--- src/hdl/drl_pkg.sv ---
// Package for the dense ReLU training layer: widths, command and result codes,
// payload structs and the Q16.16 to Q8.8 rounding function.
// No dependencies; every other file of the block uses it by scoped names.
package drl_pkg;

  localparam int MAX_INPUTS_DEF  = 16;
  localparam int MAX_OUTPUTS_DEF = 16;
  localparam int VALUE_W    = 16;
  localparam int ACC_W      = 32;
  localparam int LR_W       = 16;
  localparam int MB_W       = LR_W + 1;
  localparam int CNT_REG_W  = 5;
  localparam int IDX_W      = 4;
  localparam int PADDR_W    = 4;
  localparam int PDATA_W    = 32;
  localparam int STEP_SHIFT = 24;

  localparam logic [LR_W-1:0]      LR_RESET    = 16'd655;
  localparam logic [CNT_REG_W-1:0] COUNT_RESET = 5'd16;

  localparam logic signed [VALUE_W-1:0] VALUE_MAX = {1'b0, {(VALUE_W-1){1'b1}}};
  localparam logic signed [VALUE_W-1:0] VALUE_MIN = {1'b1, {(VALUE_W-1){1'b0}}};
  localparam logic signed [ACC_W-1:0]   ACC_MAX   = {1'b0, {(ACC_W-1){1'b1}}};
  localparam logic signed [ACC_W-1:0]   ACC_MIN   = {1'b1, {(ACC_W-1){1'b0}}};

  typedef enum logic [2:0] {
    CMD_WR_WEIGHT = 3'd0,
    CMD_WR_BIAS   = 3'd1,
    CMD_FWD_ELEM  = 3'd2,
    CMD_BWD_ELEM  = 3'd3,
    CMD_UPDATE    = 3'd4,
    CMD_ZERO_GRAD = 3'd5,
    CMD_RD_WEIGHT = 3'd6,
    CMD_RD_BIAS   = 3'd7
  } cmd_t;

  typedef enum logic [1:0] {
    KIND_ACT  = 2'd0,
    KIND_GRAD = 2'd1,
    KIND_READ = 2'd2
  } kind_t;

  typedef enum logic {
    OP_ACC  = 1'b0,
    OP_STEP = 1'b1
  } op_t;

  typedef enum logic [1:0] {
    REG_LR      = 2'd0,
    REG_IN_CNT  = 2'd1,
    REG_OUT_CNT = 2'd2
  } reg_t;

  typedef struct packed {
    cmd_t                      cmd;
    logic [IDX_W-1:0]          row_index;
    logic [IDX_W-1:0]          col_index;
    logic signed [VALUE_W-1:0] data_value;
    logic                      in_last;
  } in_t;

  typedef struct packed {
    kind_t                     result_kind;
    logic [IDX_W-1:0]          result_index;
    logic signed [VALUE_W-1:0] result_value;
    logic                      out_last;
  } out_t;

  // Round a Q16.16 accumulator to Q8.8: add one half, floor shift, saturate.
  function automatic logic signed [VALUE_W-1:0] to_value(input logic signed [ACC_W-1:0] v);
    logic signed [ACC_W+1:0] t;
    t = (ACC_W+2)'(v);
    t = t + (ACC_W+2)'(128);
    t = t >>> 8;
    if (t > (ACC_W+2)'(VALUE_MAX)) begin
      to_value = VALUE_MAX;
    end else if (t < (ACC_W+2)'(VALUE_MIN)) begin
      to_value = VALUE_MIN;
    end else begin
      to_value = t[VALUE_W-1:0];
    end
  endfunction

endpackage

--- src/hdl/drl_mac.sv ---
// Shared two-stage arithmetic unit: registered multiply, then either a
// saturating accumulate or an SGD step with rounding. Depends on drl_pkg.
module drl_mac (
  input  logic                              clk,
  input  drl_pkg::op_t                      op,
  input  logic signed [drl_pkg::ACC_W-1:0]  a,
  input  logic signed [drl_pkg::MB_W-1:0]   b,
  input  logic signed [drl_pkg::ACC_W-1:0]  acc,
  output logic signed [drl_pkg::ACC_W-1:0]  res
);
  localparam int AW  = drl_pkg::ACC_W;
  localparam int VW  = drl_pkg::VALUE_W;
  localparam int P_W = drl_pkg::ACC_W + drl_pkg::MB_W;
  localparam int S_W = P_W + 1;

  logic signed [P_W-1:0] prod;
  logic signed [AW-1:0]  acc_s;
  drl_pkg::op_t          op_s;
  logic signed [S_W-1:0] sum;
  logic signed [S_W-1:0] step;
  logic signed [S_W-1:0] diff;
  logic signed [AW-1:0]  res_next;

  always_ff @(posedge clk) begin
    prod  <= a * b;
    acc_s <= acc;
    op_s  <= op;
    res   <= res_next;
  end

  always_comb begin
    sum  = S_W'(acc_s) + S_W'(prod);
    step = (S_W'(prod) + S_W'(2 ** (drl_pkg::STEP_SHIFT - 1))) >>> drl_pkg::STEP_SHIFT;
    diff = S_W'(acc_s) - step;
    res_next = '0;
    case (op_s)
      drl_pkg::OP_ACC: begin
        if (sum > S_W'(drl_pkg::ACC_MAX)) begin
          res_next = drl_pkg::ACC_MAX;
        end else if (sum < S_W'(drl_pkg::ACC_MIN)) begin
          res_next = drl_pkg::ACC_MIN;
        end else begin
          res_next = sum[AW-1:0];
        end
      end
      drl_pkg::OP_STEP: begin
        if (diff > S_W'(drl_pkg::VALUE_MAX)) begin
          res_next = AW'(drl_pkg::VALUE_MAX);
        end else if (diff < S_W'(drl_pkg::VALUE_MIN)) begin
          res_next = AW'(drl_pkg::VALUE_MIN);
        end else begin
          res_next = AW'($signed(diff[VW-1:0]));
        end
      end
      default: res_next = '0;
    endcase
  end
endmodule

--- config.mk ---
export PLATFORM = sky130hd
export DESIGN_NAME = drl_mac
export DESIGN_NICKNAME = d
export VERILOG_FILES = /design/src/hdl/drl_pkg.sv /design/src/hdl/drl_mac.sv
export SDC_FILE = /design/constraint.sdc
export NUM_CORES = 2
export LEC_CHECK = 0
export ABC_AREA = 1
export ABC_CLOCK_PERIOD_IN_PS = 8800
export BUFFER_PORTS_ARGS = -buffer_cell sky130_fd_sc_hd__buf_4
export CORE_MARGIN = 3
export CORE_UTILIZATION = 60
export CTS_BUF_LIST = sky130_fd_sc_hd__clkbuf_16
export DETAILED_ROUTE_END_ITERATION = 16
export GPL_TIMING_DRIVEN = 0
export MAX_ROUTING_LAYER = met4
export PLACE_DENSITY = 0.76
export SLEW_MARGIN = 10
export SYNTH_ARGS = -nofsm -noshare
export SYNTH_HDL_FRONTEND = slang
export SYNTH_SLANG_ARGS = --single-unit
--- constraint.sdc ---
create_clock -name clk -period 8.8 [get_ports clk]
set_input_delay 1.76 -clock clk [delete_from_list [all_inputs] [get_ports clk]]
set_output_delay 1.76 -clock clk [all_outputs]
set_load 0.01 [all_outputs]
==> impl_metrics.ini <==
[synth]
syn_nets = 5039
ys_seq_elements = 114
ys_async_sr_fraction_pct = 0
synth_area_leader_cell = fa_1
synth-seq-area-share_pct = 7.721
syn_avg_cell_area_um2 = 6.978
synth_edf_count = 0
yosys_warnings = 0
syn-instance-count = 4236
netlist_area_mm2 = 0.02956
synth_most_common_cell = nand2_1
netlist_top_cells_count = nand2_1, inv_1, fa_1, nor2_1, ha_1
synth_ff_type = dfxtp_1
synth.distinct_cells = 49
synth_top_cell_area_share_pct = 35.42
synthTopCellsByArea = fa_1, nand2_1, inv_1, ha_1, dfxtp_1

[global_route]
grt_pass1_vias = 26790
grt_usage_pct = 37.14
grt_pass1_wl_um = 145300
antenna_found_initial = 0
grt_max_degree = 20
grt-ovfl-total = 0

[sta]
worst_pin_slew_ps = 1012
slew_headroom_pct = 32.51
final.setup.tns_ps = 0
min_period_ps = 8263
fin_crit_sh_pct = 93.90
finalHoldViolCount = 0
setup_viol_count_final = 0
grt_setup_unrepaired = false
drv_slew = 0
fmax_ghz = 0.1210
finalClockSkew_ps = 11.80

[die]
core-area_mm2 = 0.04825
io_pins = 115
fp.dieW_um = 228.0
die_y_um = 228.0
die_area_mm2 = 0.05196
initial_core_util_pct = 61.27
rows = 80

[route]
finalWirelength_um = 92580
drtIter0Drc = 2157
viasPerCell = 5.301
ant_nets = 0
drc_errors = 0
wl_per_cell_um = 18.49
drtPass1Iterations = 8
route.vias.total = 26540

[min_path]
holdPathStages = 1
hold_path.class = reg2reg
min_to = res[31]$_DFF_P_
min_from = op_s$_DFF_P_

[critical_path]
critPathArrivalTime_ps = 8560
critPathLaunchType = input pin
timing.rr.end = res[10]$_DFF_P_
critPathMaxFanout = 10
worstPathRequired_ps = 9090
reg2reg_depth = 31
crit_cells = 22
cp_common_cell = fa_1
cp.buffers_inverters = 6
crit_slowest_cell = clkbuf_1
cp_top_family = adder cells
reg2reg_from = prod[24]$_DFF_P_
cpPeakStageDelay_ps = 650
r2r_slack_ps = 3190
path_class = in2reg
crit_chain = clkbuf_1, clkbuf_1, nand2_1, fa_1, inv_1, fa_1, fa_1, fa_1, fa_1, inv_1, fa_1, inv_1, ha_1, a21oi_1, inv_1, a31oi_1, o31ai_1, a21oi_1, nand2_1, a21boi_0, o21ai_0, xor2_1
critPathCaptureType = flop

[run]
drv_cap = 0

[finish]
drive_above_1_share_pct = 4.069
stdcell_area_mm2 = 0.03160
area.growth.synth_to_final_pct = 6.904
nets = 5140
diodes = 0

[clock_network]
holdBufCountCts = 0
cts-root-buf = clkbuf_16
cts_buffers = 17
cts_setup_buffers = 0
htree_levels = 4
clockBufferDepth = 2
clock_latency_ps = 420
clock_sinks = 114
path_clk_slew_ps = 60
cts_tree = done
ctsResizeCount = 0

[place]
placed_cell_area_mm2 = 0.03099
io_buffer_count = 82
place.gp.congestion = 1.026
hpwl_um = 79660

[run_status]
status = finished clean
## routing by layer
layer	vias to the layer above	track usage (%)	wire length [µm]
li1	12440	-	-
met1	12570	44.99	35380
met2	1218	61.48	43160
met3	306	5.289	8021
met4	0	17.90	6021
met5	-	-	0
## flip-flops by register name (all words and copies together) (netlist names)
name	flops
prod	49
acc_s	32
res	32
op_s	1
## worst max-delay path by stage
stage | startpoint | end | slack [ps]
floorplan | a[5] | prod[41]$_DFF_P_ | 1420
global placement | a[7] | prod[41]$_DFF_P_ | 180
detailed placement | a[7] | prod[41]$_DFF_P_ | 170
CTS | a[9] | prod[41]$_DFF_P_ | 590
global route | a[9] | prod[41]$_DFF_P_ | 120
finish | a[9] | prod[43]$_DFF_P_ | 540
## worst register-to-register path, delay by kind of cell (launching register included)
| kind | cells | cell delay, ps |
|---|---|---|
| flip-flops | 1 | 470 |
| AO/OA/AOI/OAI | 5 | 840 |
| adder cells (fa/ha/maj) | 2 | 610 |
| AND/OR/NAND/NOR | 22 | 3280 |
| buffers and inverters | 2 | 360 |
## logic make-up (layout without fill, tap and decap cells)
group                      count (synthesis)  after routing  share of synthesized area (%)
and+or+nand+nor                         1759           1759                          23.84
buffers and inverters                   1275           1389                          16.31
adders and majority gates                720            720                          43.76
AOI/OAI and AO/OA                        252            252                          4.902
xor gates and xnor gates                 116            116                          3.463
DFF                                      114            114                          7.721
## per-stage QoR
stage	hold WS, ps	utilization (%)	instances	worst slack (ps)
global placement	595.0	64.24	4974	183.0
global route	692.7	65.50	5006	122.7
finish	612.7	65.50	5006	536.6
CTS	607.4	65.50	5006	590.7
detailed placement	608.2	64.24	4974	173.5
floorplan	510.7	-	4236	1417
## cell usage in the layout (no fill, tap or decap), drive strengths merged, types with 3 or more instances in the layout
master and instances:
a31oi 16, nand4 39, clkinv 7, inv 1153, nand3b 5, xnor2 48
xor2 68, o21ai 49, o21a 3, o221ai 5, or2 7, bufinv 3
fa 523, a21o 5, nand3 102, a21boi 7, clkbuf 136, a21oi 149
nor3 28, ha 197, nor2 264, dfxtp 114, nor4 6, buf 88
o21bai 9, nand2 1298, and2 8
## final cells by class
cell class,count,area (µm²)
sequential,114,2282
buffer,125,504.2
tap,656,820.8
multi-input combinational,2847,22460
inverter,1150,4317
fill,4575,16650
timing repair buffer,82,615.6
clock buffer,17,425.4
clock inverter,15,178.9
Power is left out: the tool's default activity adds up to more than one toggle a clock period on the data nets, which glitch-free logic cannot reach.
